**src/design/fds_pkg.sv**
```systemverilog
`timescale 1ns / 1ps

package fds_pkg;

  localparam int unsigned PctW = 7;
  localparam int unsigned PhaseW = 3;
  localparam int unsigned AddrW = 4;
  localparam int unsigned DataW = 32;

  localparam logic [PctW-1:0] FullPct = 7'd100;
  localparam logic [PctW-1:0] OnMargin = 7'd10;
  localparam logic [PctW-1:0] OffLevel = 7'd5;

  localparam logic [PctW-1:0] MinPctReset = 7'd20;
  localparam logic [PctW-1:0] MaxPctReset = 7'd100;

  typedef enum logic [PhaseW-1:0] {
    PHASE_IDLE   = 3'd0,
    PHASE_BOOST  = 3'd1,
    PHASE_SAFETY = 3'd2
  } phase_code_t;

  typedef enum logic [1:0] {
    REG_MIN_PCT  = 2'd0,
    REG_MAX_PCT  = 2'd1,
    REG_NEVER_OFF = 2'd2
  } reg_index_t;

  typedef struct packed {
    logic [PctW-1:0] min_percent;
    logic [PctW-1:0] max_percent;
    logic            never_off_mode;
  } cfg_t;

  function automatic logic [PctW-1:0] cap_full(input logic [PctW-1:0] v);
    return (v > FullPct) ? FullPct : v;
  endfunction

endpackage

```
**src/design/fds_regs.sv**
```systemverilog
`timescale 1ns / 1ps

module fds_regs
  import fds_pkg::*;
(
  input  logic             clk,
  input  logic             rst,
  input  logic             psel,
  input  logic             penable,
  input  logic             pwrite,
  input  logic [AddrW-1:0] paddr,
  input  logic [DataW-1:0] pwdata,
  output logic [DataW-1:0] prdata,
  output logic             pready,
  output cfg_t             cfg
);

  logic       wr_en;
  reg_index_t idx;

  assign pready = 1'b1;
  assign wr_en  = psel && penable && pwrite;
  assign idx    = reg_index_t'(paddr[AddrW-1:2]);

  always_ff @(posedge clk) begin
    if (rst) begin
      cfg.min_percent    <= MinPctReset;
      cfg.max_percent    <= MaxPctReset;
      cfg.never_off_mode <= 1'b0;
    end else if (wr_en) begin
      unique case (idx)
        REG_MIN_PCT:   cfg.min_percent    <= pwdata[PctW-1:0];
        REG_MAX_PCT:   cfg.max_percent    <= pwdata[PctW-1:0];
        REG_NEVER_OFF: cfg.never_off_mode <= pwdata[0];
        default: ;
      endcase
    end
  end

  always_comb begin
    unique case (idx)
      REG_MIN_PCT:   prdata = {{(DataW-PctW){1'b0}}, cfg.min_percent};
      REG_MAX_PCT:   prdata = {{(DataW-PctW){1'b0}}, cfg.max_percent};
      REG_NEVER_OFF: prdata = {{(DataW-1){1'b0}}, cfg.never_off_mode};
      default:       prdata = '0;
    endcase
  end

endmodule

```
**src/design/fds_core.sv**
```systemverilog
`timescale 1ns / 1ps

module fds_core
  import fds_pkg::*;
(
  input  logic              clk,
  input  logic              rst,
  input  cfg_t              cfg,
  input  logic              in_valid,
  output logic              in_ready,
  input  logic [PctW-1:0]   in_demand,
  input  logic [PhaseW-1:0] in_phase,
  output logic              out_valid,
  input  logic              out_ready,
  output logic [PctW-1:0]   out_fan,
  output logic              out_running
);

  // input stage
  logic              s1_valid;
  logic [PctW-1:0]   s1_demand;
  logic [PhaseW-1:0] s1_phase;

  // smoother state
  logic [PctW-1:0]   smoothed_level;
  logic              running_flag;
  logic [PhaseW-1:0] previous_phase;

  logic              out_free;
  logic              advance;

  logic [PctW-1:0]   demand_c;
  logic [PctW-1:0]   lo;
  logic [PctW-1:0]   hi;
  logic              clear;
  logic [PctW-1:0]   sm0;
  logic              rf0;
  logic [PctW+1:0]   sum;
  logic [PctW-1:0]   smooth;
  logic [PctW:0]     on_level;
  logic              rf_on;
  logic [PctW-1:0]   fan_cap;
  logic [PctW-1:0]   smoothed_level_next;
  logic              running_flag_next;
  logic [PctW-1:0]   fan_next;

  assign out_free = !out_valid || out_ready;
  assign advance  = s1_valid && out_free;
  assign in_ready = !s1_valid || out_free;

  always_comb begin
    demand_c = cap_full(s1_demand);
    lo       = cap_full(cfg.min_percent);
    hi       = cap_full(cfg.max_percent);
    clear    = (s1_phase != previous_phase) &&
               (s1_phase == PHASE_IDLE || s1_phase == PHASE_BOOST ||
                s1_phase == PHASE_SAFETY);
    sm0      = clear ? '0 : smoothed_level;
    rf0      = clear ? 1'b0 : running_flag;
    sum      = {2'b00, sm0} + {1'b0, sm0, 1'b0} + {2'b00, demand_c};
    smooth   = sum[PctW+1:2];
    on_level = {1'b0, lo} + {1'b0, OnMargin};
    fan_cap  = (smooth > hi) ? hi : smooth;
    rf_on    = rf0 || ({1'b0, smooth} > on_level);

    if (s1_phase == PHASE_SAFETY) begin
      smoothed_level_next = '0;
      running_flag_next   = 1'b0;
      fan_next            = '0;
    end else if (s1_phase == PHASE_BOOST) begin
      smoothed_level_next = FullPct;
      running_flag_next   = 1'b1;
      fan_next            = FullPct;
    end else begin
      smoothed_level_next = smooth;
      if (cfg.never_off_mode) begin
        running_flag_next = 1'b1;
      end else begin
        running_flag_next = rf_on && !(smooth < OffLevel);
      end
      if (!running_flag_next) begin
        fan_next = '0;
      end else if (fan_cap < lo) begin
        fan_next = lo;
      end else begin
        fan_next = fan_cap;
      end
    end
  end

  always_ff @(posedge clk) begin
    if (rst) begin
      s1_valid       <= 1'b0;
      out_valid      <= 1'b0;
      smoothed_level <= '0;
      running_flag   <= 1'b0;
      previous_phase <= PHASE_IDLE;
    end else begin
      if (in_ready) begin
        s1_valid <= in_valid;
      end
      if (out_free) begin
        out_valid <= s1_valid;
      end
      if (advance) begin
        smoothed_level <= smoothed_level_next;
        running_flag   <= running_flag_next;
        previous_phase <= s1_phase;
      end
    end
  end

  always_ff @(posedge clk) begin
    if (in_ready && in_valid) begin
      s1_demand <= in_demand;
      s1_phase  <= in_phase;
    end
    if (advance) begin
      out_fan     <= fan_next;
      out_running <= running_flag_next;
    end
  end

endmodule

```
**src/design/fan_demand_smoother_hysteresis.sv**
```systemverilog
`timescale 1ns / 1ps

// fan demand smoother: each request carries a demand percent and the burn phase and yields
// one fan percent with the running flag. a request is taken every clock cycle unless a
// stalled result blocks a full input register; a request passes the input register, then
// the result register; the single smoother update between them sets the one-per-cycle
// rate, and a stalled result is held while one more request waits in the input register.

module fan_demand_smoother_hysteresis
  import fds_pkg::*;
(
  input  logic             clk,
  input  logic             rst,
  input  logic             s_tvalid,
  output logic             s_tready,
  input  logic [7:0]       s_tdata,   // demand[6:0], zero[7]
  input  logic [2:0]       s_tuser,   // burn_state[2:0]
  output logic             m_tvalid,
  input  logic             m_tready,
  output logic [7:0]       m_tdata,   // fan_percent[6:0], fan_running[7]
  input  logic             psel,
  input  logic             penable,
  input  logic             pwrite,
  input  logic [AddrW-1:0] paddr,
  input  logic [DataW-1:0] pwdata,
  output logic [DataW-1:0] prdata,
  output logic             pready
);

  cfg_t            cfg;
  logic [PctW-1:0] fan_percent;
  logic            fan_running;

  fds_regs u_regs (
    .clk     (clk),
    .rst     (rst),
    .psel    (psel),
    .penable (penable),
    .pwrite  (pwrite),
    .paddr   (paddr),
    .pwdata  (pwdata),
    .prdata  (prdata),
    .pready  (pready),
    .cfg     (cfg)
  );

  fds_core u_core (
    .clk         (clk),
    .rst         (rst),
    .cfg         (cfg),
    .in_valid    (s_tvalid),
    .in_ready    (s_tready),
    .in_demand   (s_tdata[PctW-1:0]),
    .in_phase    (s_tuser),
    .out_valid   (m_tvalid),
    .out_ready   (m_tready),
    .out_fan     (fan_percent),
    .out_running (fan_running)
  );

  assign m_tdata = {fan_running, fan_percent};

endmodule
```
**config.mk**
```make
export PLATFORM = sky130hd
export DESIGN_NAME = fan_demand_smoother_hysteresis
export DESIGN_NICKNAME = d
export VERILOG_FILES = /design/src/design/fds_pkg.sv /design/src/design/fds_regs.sv /design/src/design/fds_core.sv /design/src/design/fan_demand_smoother_hysteresis.sv
export SDC_FILE = /design/constraint.sdc
export NUM_CORES = 1
export LEC_CHECK = 0
export BUFFER_PORTS_ARGS = -buffer_cell sky130_fd_sc_hd__buf_4
export CAP_MARGIN = 20
export CORE_MARGIN = 3
export CORE_UTILIZATION = 58
export DETAILED_ROUTE_END_ITERATION = 10
export PLACE_DENSITY = 0.87
export SYNTH_ARGS = -nofsm -noshare
export SYNTH_HDL_FRONTEND = slang
export SYNTH_SLANG_ARGS = --single-unit
```
**constraint.sdc**
```tcl
create_clock -name clk -period 14.5 [get_ports clk]
set_clock_uncertainty 0.15 [all_clocks]
set_input_delay 0.725 -clock clk [delete_from_list [all_inputs] [get_ports clk]]
set_output_delay 0.725 -clock clk [all_outputs]
set_load 0.005 [all_outputs]
```
# Word level (Yosys, flattened, before mapping)
# Cells that the tools add are included.
# classes
addsub	3
magnitude_cmp	7
eq_ne	5
mux	17
n_bitwise	1
reduce_logical	20
# op_table
op	count
7-bit two-way mux	10
7-bit > comparator (second input constant)	3
7-bit case mux with 3 select lines	1
7-bit by 8-bit adder with 9-bit output	1
9-bit by 7-bit adder with 9-bit output	1
7-bit by 4-bit adder with 8-bit output (second input constant)	1
7-bit by 8-bit > comparator with 1-bit output	1
7-bit > comparator	1
7-bit by 3-bit < comparator with 1-bit output (second input constant)	1
7-bit < comparator	1
1-bit logical AND	6
1-bit two-way mux	6
2-bit AND reduction	3
1-bit logical OR	5
3-bit by 1-bit == test with 1-bit output (second input constant)	1
3-bit by 2-bit == test with 1-bit output (second input constant)	1
1-bit logical NOT	3
3-bit logical NOT	1
3-bit != test	1
3-bit OR reduction	1
2-bit by 1-bit == test with 1-bit output (second input constant)	1
2-bit == test (second input constant)	1
2-bit logical NOT	1
1-bit NOT	1
# totals
register_bits	46
inputBits	54
output_inout_bits	43
word_cells	66

# Depth between registers and ports, before layout
# Gate-level depths: netlist of run 1.
# depth
depth_word	15
mapped_depth	28

# Hierarchy
# From an unflattened synthesis of run 1, not the netlist that was laid out.
# hier_totals
cells_unflattened	416
area_unflattened_um2	3599.7
# modules_own_cells
mod	instances	cells_per_inst	area_each_um2
fds_core	1	305	2618.8
fds_regs	1	110	973.4
fan_demand_smoother_hysteresis	1	1	7.5

# Worst setup path before layout of run 1
# No wires, ideal clock.
# synth_path
kind	reg2reg
startpoint	register u_core.s1_phase[0]
endpoint	register u_core.out_fan[3] (data pin)
setup_ns	0.146
t_arrival_ns	6.211
t_required_ns	14.204
path_slack_ns	7.993
stages_incl_launch_ff	28
synth_period_minus_slack_ns	6.507
path_cell_list	edfxtp_1 > nor4bb_1 > a211oi_2 > nand2_1 > buf_2 > and2_1 > fa_1 > ha_1 > clkbuf_1 > and2_1 > and3_1 > and3_1 > a22o_1 > nor2_1 > ha_1 > a211oi_2 > nor2_1 > o31ai_4 > nor2_1 > a21o_2 > ha_1 > a21o_1 > a21o_1 > a2111oi_4 > o2bb2ai_1 > a31oi_4 > or2_2 > a21oi_1
# synth_between
elab_chain_cells	15
# synth_rtl
element	line_no	rtl
start: declaration	fds_core.sv:22	logic [PhaseW-1:0] s1_phase;
start signal: assignment	fds_core.sv:116	s1_phase <= in_phase;
parallel branches: the longest is 15 deep, another holds 7-bit by 8-bit adder with 9-bit output	-	
end signal: assignment	fds_core.sv:119	out_fan <= fan_next;
end: declaration	fds_core.sv:15	output logic [PctW-1:0] out_fan,
# Parallel ways; which one is timed is not known. The select of a mux whose other input is x is not followed.
# A chain may end at the register's enable or synchronous reset.

# Final worst setup path of run 1
# Ends and elaborated chain as after synthesis.

==> metrics.md, run 1 <==
| Metric | Value |
|---|---|
| Area delta synth->final | 9.68% |
| Cell taking the most area after synthesis | dfxtp_1 |
| Pin count of the biggest net entering global routing | 30 |
| Post-synth top area share | 15.8% |
| Initial Util | 62.3% |
| Drt first pass iters | 5 |
| Nets@finish | 520 |
| Synth cell types | 62 |
| Reg2reg end | u_core.out_fan[3] |
| CP endpoint kind | flop |
| Sequential area share after synthesis | 31.0% |
| Port Buffers | 42 |
| Layout cells sized above 1 | 16.4% |
| Dominant synthesized flop cell | dfxtp_1 |
| Clock Power Share | 25.5% |
| Die footprint | 7110 um2 |
| GPL Wtd Cong | 0.880 |
| Gr ovfl total | 0 |
| DRC | 0 |
| Final setup fails | 0 |
| Final critical-path setup slack | 7.09 ns |
| DRT antenna net count | 0 |
| Final wirelength | 7890 um |
| Top post-synthesis cells by area | dfxtp_1 (16%), edfxtp_1 (15%), ha_1 (9.5%) |
| Combinational share of power | 32.4% |
| First-pass GRT wire length | 13300 um |
| CTS tree | built |
| RSZ-0062 raised after global routing | false |
| I/O Pins | 97 |
| Ys async rst share | 0% |
| Fin crit period | 7.41 ns |
| Num CTS Buffers | 5 |
| Gr usage total | 22.7% |
| Worst Setup EP | u_core.out_fan[3] |
| Smallest hold slack | 0.317 ns |
| Worst rel slew slack | 47.3% |
| Pleak | 1.73 nW |
| CP required | 14.52 ns |
| R2R depth | 25 |
| Vias per Instance | 5.89 |
| Synthesized instance count | 398 |
| Crit Path Class | reg -> reg |
| Crit path from | u_core.s1_phase[0] |
| Maximum vdd ir drop | 0.0000709 V |
| Worst R2R Start | u_core.s1_phase[0] |
| Root Driver | clkbuf_8 |
| Period utilization | 51.1% |
| Sequential Power Share | 42.1% |
| Core area | 5710 um2 |
| Cell area after synthesis | 3560 um2 |
| Clock Pin Slew Worst Setup and Hold Paths | 0.09 ns |
| Antenna diodes | 0 |
| Average size of a mapped cell | 8.93 um2 |
| Tightest Pin Transition | 0.786 ns |
| Maxcap violations | 0 |
| Width of the die | 84.3 um |
| Clock Path Buffers | 2 |
| Pwr Density | 88.5 nW/um2 |
| Placed Area | 3800 um2 |
| WL/cell | 15.6 um |
| WP data arrival | 7.43 ns |
| Most frequent cell after synthesis | nor2_1 |
| P_int | 224 uW |
| Yosys warning count | 0 |
| Initial antenna violation count | 0 |
| Pre-CTS WS | 7.24 ns |
| CP max FO | 11 |
| Vias in the first global route | 2870 |
| Skew-Pair Late Insertion Delay | 0.32 ns |
| H-tree depth | 2 |
| Row count | 27 |
| Die height | 84.3 um |
| Switch share | 35.1% |
| Hold crit path type | reg -> reg |
| Slew Limit Fails | 0 |
| Via count | 2976 |
| Post-synth EDFFs | 18 |
| R2r setup slk | 7.09 ns |
| Final instance area | 3900 um2 |
| Post-synthesis register bit count | 46 |
| Status | completed |
| Post-synth top cells | nor2_1 (42), nand2_1 (37), dfxtp_1 (28) |
| Clk sinks | 46 |
| Post-CTS Resized | 0 |
| Hold Fails Final Rpt | 0 |
| # hold bufs at CTS | 0 |
| P_sw | 121 uW |
| HPWL Detailed | 6080 um |
| First DRT Iteration DRCs | 217 |
| Final setup TNS | 0 ns |
| Crit path launch type | flop |
| Post-CTS setup buffer count | 0 |
| Fmax | 135 MHz |
[worst max-delay path, cell delays in order (launching register included)]
cell and delay, ns:
edfxtp_1 0.47, nor4bb_1 0.19, a211oi_2 0.39, nand2_1 0.34, and2_1 0.33, fa_1 0.48, ha_1 0.43, and2_1 0.23
and3_1 0.21, and3_1 0.18, a22o_1 0.21, nor2_1 0.33, ha_1 0.32, a211oi_2 0.22, nor2_1 0.11, o31ai_4 0.39
nor2_1 0.10, a21o_2 0.22, ha_1 0.31, a21o_1 0.17, a21o_1 0.20, a2111oi_4 0.45, o2bb2ai_1 0.25, a31oi_4 0.13
or2_2 0.33, a21oi_1 0.13
[final cells by class]
class                      instances  area, um2
tap                               72       90.1
clock inverter                     3       28.8
multi-input combinational        319       2230
fill                             460       1810
clock buffer                       5       68.8
sequential                        46       1100
timing repair buffer              42        315
inverter                          18       67.6
[power by group through the flow]
stage / combinational (mW) / clock (mW) / sequential, mW
final: 0.112 / 0.0880 / 0.146
after global routing: 0.124 / 0.0934 / 0.146
after CTS: 0.110 / 0.0887 / 0.145
after detailed placement: 0.109 / 0 / 0.148
after global placement: 0.105 / 0 / 0.148
after floorplan: 0.0863 / 0 / 0.147
[registers in the layout (all words and copies together) (netlist names)]
| register | cells |
|---|---|
| u_core.previous_phase | 3 |
| u_core.out_fan | 7 |
| u_core.out_running | 1 |
| u_core.out_valid | 1 |
| u_regs.cfg | 15 |
| u_core.s1_demand | 7 |
| u_core.smoothed_level | 7 |
| u_core.s1_phase | 3 |
| u_core.running_flag | 1 |
| u_core.s1_valid | 1 |
[kinds of logic (layout without fill, tap and decap cells)]
group,after synthesis,in the layout,synth area share (%)
other,2,26,0.211
muxes,21,21,5.95
adders and majority gates,34,34,13.4
xor gates and xnor gates,6,6,1.48
and+or+nand+nor,146,146,20.4
DFF,46,46,31.0
buffers and inverters,57,68,8.90
AOI/OAI and AO/OA,86,86,18.7
[per-stage QoR]
stage | util, % | power (mW) | instances
3_5_place_dp | 66.6 | 0.257 | 497
4_1_cts | 68.3 | 0.344 | 505
3_3_place_gp | 66.6 | 0.253 | 497
2_1_floorplan | - | 0.233 | 422
5_1_grt | 68.3 | 0.363 | 505
6_report | 68.3 | 0.345 | 505
[how the worst min path moves through the flow]
stage | slack [ns] | end | depth (start not counted) | startpoint
6_report | 0.32 | u_core.smoothed_level[2] | 2 | u_core.smoothed_level[2]
4_1_cts | 0.31 | u_core.smoothed_level[5] | 2 | u_core.smoothed_level[5]
2_1_floorplan | 0.28 | u_core.smoothed_level[2] | 2 | u_core.smoothed_level[2]
3_5_place_dp | 0.30 | u_core.smoothed_level[5] | 2 | u_core.smoothed_level[5]
3_3_place_gp | 0.29 | u_core.smoothed_level[5] | 2 | u_core.smoothed_level[5]
5_1_grt | 0.33 | u_core.smoothed_level[5] | 2 | u_core.smoothed_level[5]
[per-layer routing]
| metal | up-vias | share of wire [%] | global-route usage [%] |
|---|---|---|---|
| li1 | 1429 | - | - |
| met4 | 0 | 1.9 | 7.16 |
| met3 | 19 | 8.8 | 5.50 |
| met5 | - | 0 | 0 |
| met2 | 149 | 47 | 36.6 |
| met1 | 1379 | 42 | 30.0 |
[cell usage in the layout (no fill, tap or decap), types with 12 or more instances in the layout]
master / instances
nor2_1: 42
buf_4: 42
nand2_1: 37
dfxtp_1: 28
ha_1: 27
a21oi_1: 26
conb_1: 26
mux2i_1: 20
inv_1: 18
edfxtp_1: 18
nand3_1: 12
Note: power is estimated with default switching activity, not from simulation.
==> run 2, diff against run 1 <==
- CORE_UTILIZATION: 58 -> 53
- PLACE_DENSITY: 0.87 -> 0.81
- clock period: 14.5 -> 7 ns (I/O delays scaled with it)
==> run 2 against run 1 <==
Setup slack got worse by 6.7 ns. Sequential power increased by 110%. Worst hold slack got worse by 0.25 ns. Critical path depth increased by 3. Non-clock buffer count increased by 13. Largest cell class unchanged.
==> metrics.md, run 2 (synthesis gave the netlist of run 1 again) <==
| Metric | Value |
|---|---|
| Initial antenna violation count | 0 (unchanged) |
| Pin count of the biggest net entering global routing | 30 (unchanged) |
| CP endpoint kind | flop (unchanged) |
| Row count | 29 (was 27) |
| Fin crit period | 6.62 ns (was 7.41 ns) |
| CTS tree | built (unchanged) |
| Commonest non-fill, non-tap cell in the layout | buf_4 |
| Port Buffers | 42 (unchanged) |
| CP required | 7.00 ns (was 14.52 ns) |
| H-tree depth | 2 (unchanged) |
| Crit path launch type | flop (unchanged) |
| RSZ-0062 raised after global routing | false (unchanged) |
| Final setup fails | 0 (unchanged) |
| Antenna diodes | 0 (unchanged) |
| Nets@finish | 533 (was 520) |
| Initial Util | 55.4% (was 62.3%) |
| CP peak stage delay | 0.49 ns (was 0.48 ns) |
| Area delta synth->final | 13.1% (was 9.68%) |
| Die height | 87.9 um (was 84.3 um) |
| Hold crit path type | in -> reg (was reg -> reg) |
| Vias per Instance | 5.72 (was 5.89) |
| First DRT Iteration DRCs | 272 (was 217) |
| Slew Limit Fails | 0 (unchanged) |
| Die footprint | 7730 um2 (was 7110 um2) |
| Post-CTS setup buffer count | 0 (unchanged) |
| Fmax | 151 MHz (was 135 MHz) |
| Width of the die | 87.9 um (was 84.3 um) |
| Vias in the first global route | 2833 (was 2870) |
| Clk sinks | 46 (unchanged) |
| Gr ovfl total | 0 (unchanged) |
| HPWL Detailed | 6430 um (was 6080 um) |
| Worst rel slew slack | 46.5% (was 47.3%) |
| CP max FO | 9 (was 11) |
| Tightest Pin Transition | 0.798 ns (was 0.786 ns) |
| Skew-Pair Late Insertion Delay | 0.30 ns (was 0.32 ns) |
| # hold bufs at CTS | 0 (unchanged) |
| Pleak | 1.79 nW (was 1.73 nW) |
| Slowest cell on crit path | fa_1 (unchanged) |
| Clock Pin Slew Worst Setup and Hold Paths | 0.10 ns (was 0.09 ns) |
| Via count | 2991 (was 2976) |
| Num CTS Buffers | 5 (unchanged) |
| DRC | 0 (unchanged) |
| Pwr Density | 184 nW/um2 (was 88.5 nW/um2) |
| Maximum vdd ir drop | 0.000143 V (was 0.0000709 V) |
| DRT antenna net count | 0 (unchanged) |
| Period utilization | 94.6% (was 51.1%) |
| Max FFs per register | 15 (unchanged) |
| Hold Fails Final Rpt | 0 (unchanged) |
| Crit Path Class | reg -> reg (unchanged) |
| Core area | 6420 um2 (was 5710 um2) |
| WL/cell | 15.5 um (was 15.6 um) |
| Crit-path most repeated cell | buf_4 |
| Clock Path Buffers | 2 (unchanged) |
| Final wirelength | 8120 um (was 7890 um) |
| Design Power | 739 uW (was 345 uW) |
| Most frequent cells in the layout | buf_4 (55), nor2_1 (42), nand2_1 (36), dfxtp_1 (28), ha_1 (27) (was nor2_1 (42), buf_4 (42), nand2_1 (37), dfxtp_1 (28), ha_1 (27)) |
| First-pass GRT wire length | 13400 um (was 13300 um) |
| Layout cells sized above 1 | 19.1% (was 16.4%) |
| Maxcap violations | 0 (unchanged) |
| Drt first pass iters | 5 (unchanged) |
| Status | completed (unchanged) |
| Gr usage total | 22.1% (was 22.7%) |
| Top reg by flops | u_regs.cfg (unchanged) |
| Root Driver | clkbuf_8 (unchanged) |
| WP data arrival | 6.63 ns (was 7.43 ns) |
| GPL Wtd Cong | 0.880 (about the same) |
| I/O Pins | 97 (unchanged) |
| Final setup TNS | 0 ns (unchanged) |
==> run 2: cell types whose count changed in the layout (fill, tap and decap cells not counted), sizes merged <==
cell / before / now
buf: 42 / 55
clkbuf: 5 / 7
inv: 20 / 18
clkinv: 1 / 0
clkinvlp: 0 / 1
==> run 2: power by group <==
part,switching [mW],internal [mW],total [mW]
registers,0.00908,0.292,0.301
clock network,0.0967,0.0924,0.189
logic,0.139,0.110,0.249
==> run 2: path summary, 6_finish.rpt <==
| check | startpoint | to | slack, ns | cells past startpoint |
|---|---|---|---|---|
| max | u_core.s1_phase[0] | u_core.out_fan[3] | 0.38 | 28 |
| max reg2reg | u_core.s1_phase[0] | u_core.out_fan[3] | 0.38 | 28 |
| min | s_tdata[6] | u_core.s1_demand[6] | 0.07 | 1 |
| min reg2reg | u_core.smoothed_level[2] | u_core.smoothed_level[2] | 0.32 | 2 |
==> run 2: per-stage QoR <==
stage,instances,setup WS (ns),util [%],cell area [um2],hold slack (ns)
3_5_place_dp,515,0.402,60.8,3910,0.308
2_1_floorplan,422,0.493,-,3650,0.277
4_1_cts,523,0.304,62.5,4010,0.0641
6_report,523,0.379,62.6,4020,0.0665
5_1_grt,523,0.0377,62.6,4020,0.0577
3_3_place_gp,515,0.448,60.8,3910,0.288
==> run 2: layout make-up <==
cell class	count	area, um2
clock buffers	7	97.6
clock inverters	1	7.51
fillers	560	2400
inverters	18	67.6
multi-input cells	319	2240
flip-flops and latches	46	1100
well taps	77	96.3
repair buffers	55	413
==> run 2: metal layers <==
| layer | vias up | wire, um | track usage [%] |
|---|---|---|---|
| met5 | - | 0 | 0 |
| met4 | 0 | 203 | 8.65 |
| met3 | 22 | 623 | 2.82 |
| met2 | 133 | 3700 | 34.9 |
| met1 | 1376 | 3590 | 30.7 |
| li1 | 1460 | - | - |
==> run 2: critical path: cells and delay by family (launching register included) <==
kind,cells,cell delay [ns]
AOI/OAI and AO/OA,12,2.33
adders and majority gates,4,1.48
buffers and inverters,5,0.76
DFF,1,0.47
and+or+nand+nor,7,1.26
==> run 2: repair_timing <==
action                                  4_1_cts  5_1_grt
hold endpoints to repair                      0        0
endpoints found under the setup margin        0        4
gates resized for setup                       0        2
==> run 3, diff against run 2 <==
- ABC_AREA: not set -> 1
- CORE_MARGIN: 3 -> not set
==> run 3 against run 2 <==
Power fell by 4.7%. Clock-buffer cell count fell by 1. Flip-flop and latch count did not move. Non-clock buffer count fell by 13. First-iteration DRC count fell by 35%. Critical path depth rose by 1. Setup slack improved by 0.84 ns. Critical endpoint is now u_core.out_fan[6]. Die area fell by 14%. Register-to-register slack improved by 0.84 ns. Global-route usage rose by 1.6 points.
==> metrics.md, run 3 <==
| Metric | Value |
|---|---|
| Die footprint | 6620 um2 (was 7730 um2) |
| Antenna diodes | 0 (unchanged) |
| First DRT Iteration DRCs | 176 (was 272) |
| Max FFs per register | 15 (unchanged) |
| Hold Fails Final Rpt | 0 (unchanged) |
| Area delta synth->final | 11.4% (was 13.1%) |
| Layout cells sized above 1 | 15.3% (was 19.1%) |
| Most frequent cell after synthesis | nand2_1 (was nor2_1) |
| Fillers | 526 (was 560) |
| Post-CTS Resized | 0 (unchanged) |
| # hold bufs at CTS | 0 (unchanged) |
| Gr usage total | 23.7% (was 22.1%) |
| Fmax | 173 MHz (was 151 MHz) |
| Synthesized instance count | 436 (was 398) |
| DRC | 0 (unchanged) |
| Worst rel slew slack | 65.8% (was 46.5%) |
| Root Driver | clkbuf_8 (unchanged) |
| Final setup TNS | 0 ns (unchanged) |
| R2r setup slk | 1.22 ns (was 0.38 ns) |
| Post-synth top cells | nand2_1 (86), inv_1 (60), a21oi_1 (37) (was nor2_1 (42), nand2_1 (37), dfxtp_1 (28)) |
| Post-synth EDFFs | 18 (unchanged) |
| Sequential area share after synthesis | 33.0% (was 31.0%) |
| Period utilization | 82.6% (was 94.6%) |
| Maxcap violations | 0 (unchanged) |
| Clock Pin Slew Worst Setup and Hold Paths | 0.09 ns (was 0.10 ns) |
| WL met1 | 3200 um (was 3590 um) |
| Final instance area | 3720 um2 (was 4020 um2) |
| HPWL Detailed | 5790 um (was 6430 um) |
| Post-CTS setup buffer count | 0 (unchanged) |
| GPL Wtd Cong | 0.907 (was 0.880) |
| Initial antenna violation count | 0 (unchanged) |
| Yosys warning count | 0 (unchanged) |
| Vias in the first global route | 2724 (was 2833) |
| CTS tree | built (unchanged) |
| Via count | 2943 (was 2991) |
| Die height | 81.4 um (was 87.9 um) |
| Cell area after synthesis | 3340 um2 (was 3560 um2) |
| H-tree depth | 2 (unchanged) |
| Dominant synthesized flop cell | dfxtp_1 (unchanged) |
| Clock Path Buffers | 2 (unchanged) |
| Post-synthesis register bit count | 46 (unchanged) |
| Nets@finish | 564 (was 533) |
| First-pass GRT wire length | 11900 um (was 13400 um) |
| Pin count of the biggest net entering global routing | 20 (was 30) |
| Drt first pass iters | 5 (unchanged) |
| Final wirelength | 7090 um (was 8120 um) |
| Tightest Pin Transition | 0.511 ns (was 0.798 ns) |
| Status | completed (unchanged) |
| Width of the die | 81.4 um (was 87.9 um) |
| CP peak stage delay | 0.47 ns (was 0.49 ns) |
| Hold crit path type | in -> reg (unchanged) |
| Num CTS Buffers | 5 (unchanged) |
| Pwr Density | 189 nW/um2 (was 184 nW/um2) |
| WP data arrival | 5.69 ns (was 6.63 ns) |
| DRT antenna net count | 0 (unchanged) |
| I/O Pins | 97 (unchanged) |
| Pleak | 1.83 nW (was 1.79 nW) |
| Smallest hold slack | 0.0665 ns (about the same) |
| CP endpoint kind | flop (unchanged) |
| Reg area | 1100 um2 (unchanged) |
| Crit-path most repeated cell | nand2_1 (was buf_4) |
| RSZ-0062 raised after global routing | false (unchanged) |
| Ys async rst share | 0% (unchanged) |
| Crit Path Class | reg -> reg (unchanged) |
| Crit path launch type | flop (unchanged) |
| Vias per Instance | 5.33 (was 5.72) |
| Slew Limit Fails | 0 (unchanged) |
| Row count | 28 (was 29) |
| Cell taking the most area after synthesis | dfxtp_1 (unchanged) |
| Post-synth top area share | 16.8% (was 15.8%) |
| Fin crit period | 5.78 ns (was 6.62 ns) |
| Maximum vdd ir drop | 0.000162 V (was 0.000143 V) |
| WL/cell | 12.8 um (was 15.5 um) |
| Met2 wire len | 3410 um (was 3700 um) |
| Synth cell types | 44 (was 62) |
| Commonest non-fill, non-tap cell in the layout | nand2_1 (was buf_4) |
| Placed Area | 3610 um2 (was 3910 um2) |
| Clk sinks | 46 (unchanged) |
| Top reg by flops | u_regs.cfg (unchanged) |
| Port Buffers | 42 (unchanged) |
| Initial Util | 55.7% (was 55.4%) |
| Most frequent cells in the layout | nand2_1 (86), inv_1 (60), buf_4 (42), a21oi_1 (37), nor2_1 (34) (was buf_4 (55), nor2_1 (42), nand2_1 (36), dfxtp_1 (28), ha_1 (27)) |
| CP required | 6.91 ns (was 7.00 ns) |
| Slowest cell on crit path | fa_1 (unchanged) |
| Gr ovfl total | 0 (unchanged) |
| CP max FO | 11 (was 9) |
| Core area | 5990 um2 (was 6420 um2) |
| Multi-input logic area | 1860 um2 (was 2240 um2) |
| Wire length on met3 | 347 um (was 623 um) |
| Skew-Pair Late Insertion Delay | 0.30 ns (about the same) |
| Top post-synthesis cells by area | dfxtp_1 (17%), edfxtp_1 (16%), ha_1 (10%) (was dfxtp_1 (16%), edfxtp_1 (15%), ha_1 (9.5%)) |
| Final setup fails | 0 (unchanged) |
| Top layer in use | met4 (unchanged) |
| Average size of a mapped cell | 7.66 um2 (was 8.93 um2) |
## run 3: cell count changes after synthesis, sizes merged, moves of 11 or more
cell	change
a21oi	+11
and2	-11
inv	+43
mux2i	-20
nand2	+57
o21ai	+18
## run 3: metal layers
metal | vias up | track usage, %
met4 | 0 | 7.50
met3 | 12 | 4.27
met1 | 1366 | 30.5
li1 | 1469 | -
met2 | 96 | 39.9
met5 | - | 0
## run 3: report_power, final
part           switching [mW]  total, mW  internal, mW
Combinational           0.135      0.215        0.0805
Sequential            0.00746      0.302         0.294
Clock                  0.0951      0.188        0.0927
Total                   0.237      0.705         0.467
## run 3: metrics by stage
stage | cells | setup slack, ns | util [%] | total power, mW
3_5_place_dp | 544 | 1.27 | 60.3 | 0.520
4_1_cts | 552 | 1.23 | 62.1 | 0.703
3_3_place_gp | 544 | 1.34 | 60.3 | 0.511
5_1_grt | 552 | 0.720 | 62.1 | 0.748
2_1_floorplan | 460 | 1.89 | - | 0.471
6_report | 552 | 1.22 | 62.1 | 0.705
## run 3: area by class of cell
cell class | count | share of cell area (%)
timing repair buffer | 42 | 8.48
multi-input combinational | 318 | 50.1
tap | 75 | 2.52
sequential | 46 | 29.6
inverter | 63 | 6.39
clock inverter | 2 | 0.370
clock buffer | 6 | 2.52
## run 3: cells by family after synthesis
family	Yosys count	synth area share, %
buf+inv	96	13.9
simple gates	163	21.8
other cells	2	0.225
compound gates	90	15.4
fa+ha+maj	34	14.3
xor+xnor	5	1.31
flops	46	33.0
## run 3: critical path: cells and delay by family, from the launching register on
kind / cells / cell delay (ns)
fa+ha+maj: 4 / 1.48
simple gates: 17 / 1.77
buf+inv: 2 / 0.21
flops: 1 / 0.44
compound gates: 6 / 1.47
## run 3: worst paths after layout
check,startpoint,endpoint,cells past startpoint
setup reg to reg,u_core.s1_phase[1],u_core.out_fan[6],29
hold / removal,s_tdata[0],u_core.s1_demand[0],1
setup / recovery,u_core.s1_phase[1],u_core.out_fan[6],29
hold reg to reg,u_core.smoothed_level[3],u_core.smoothed_level[3],2
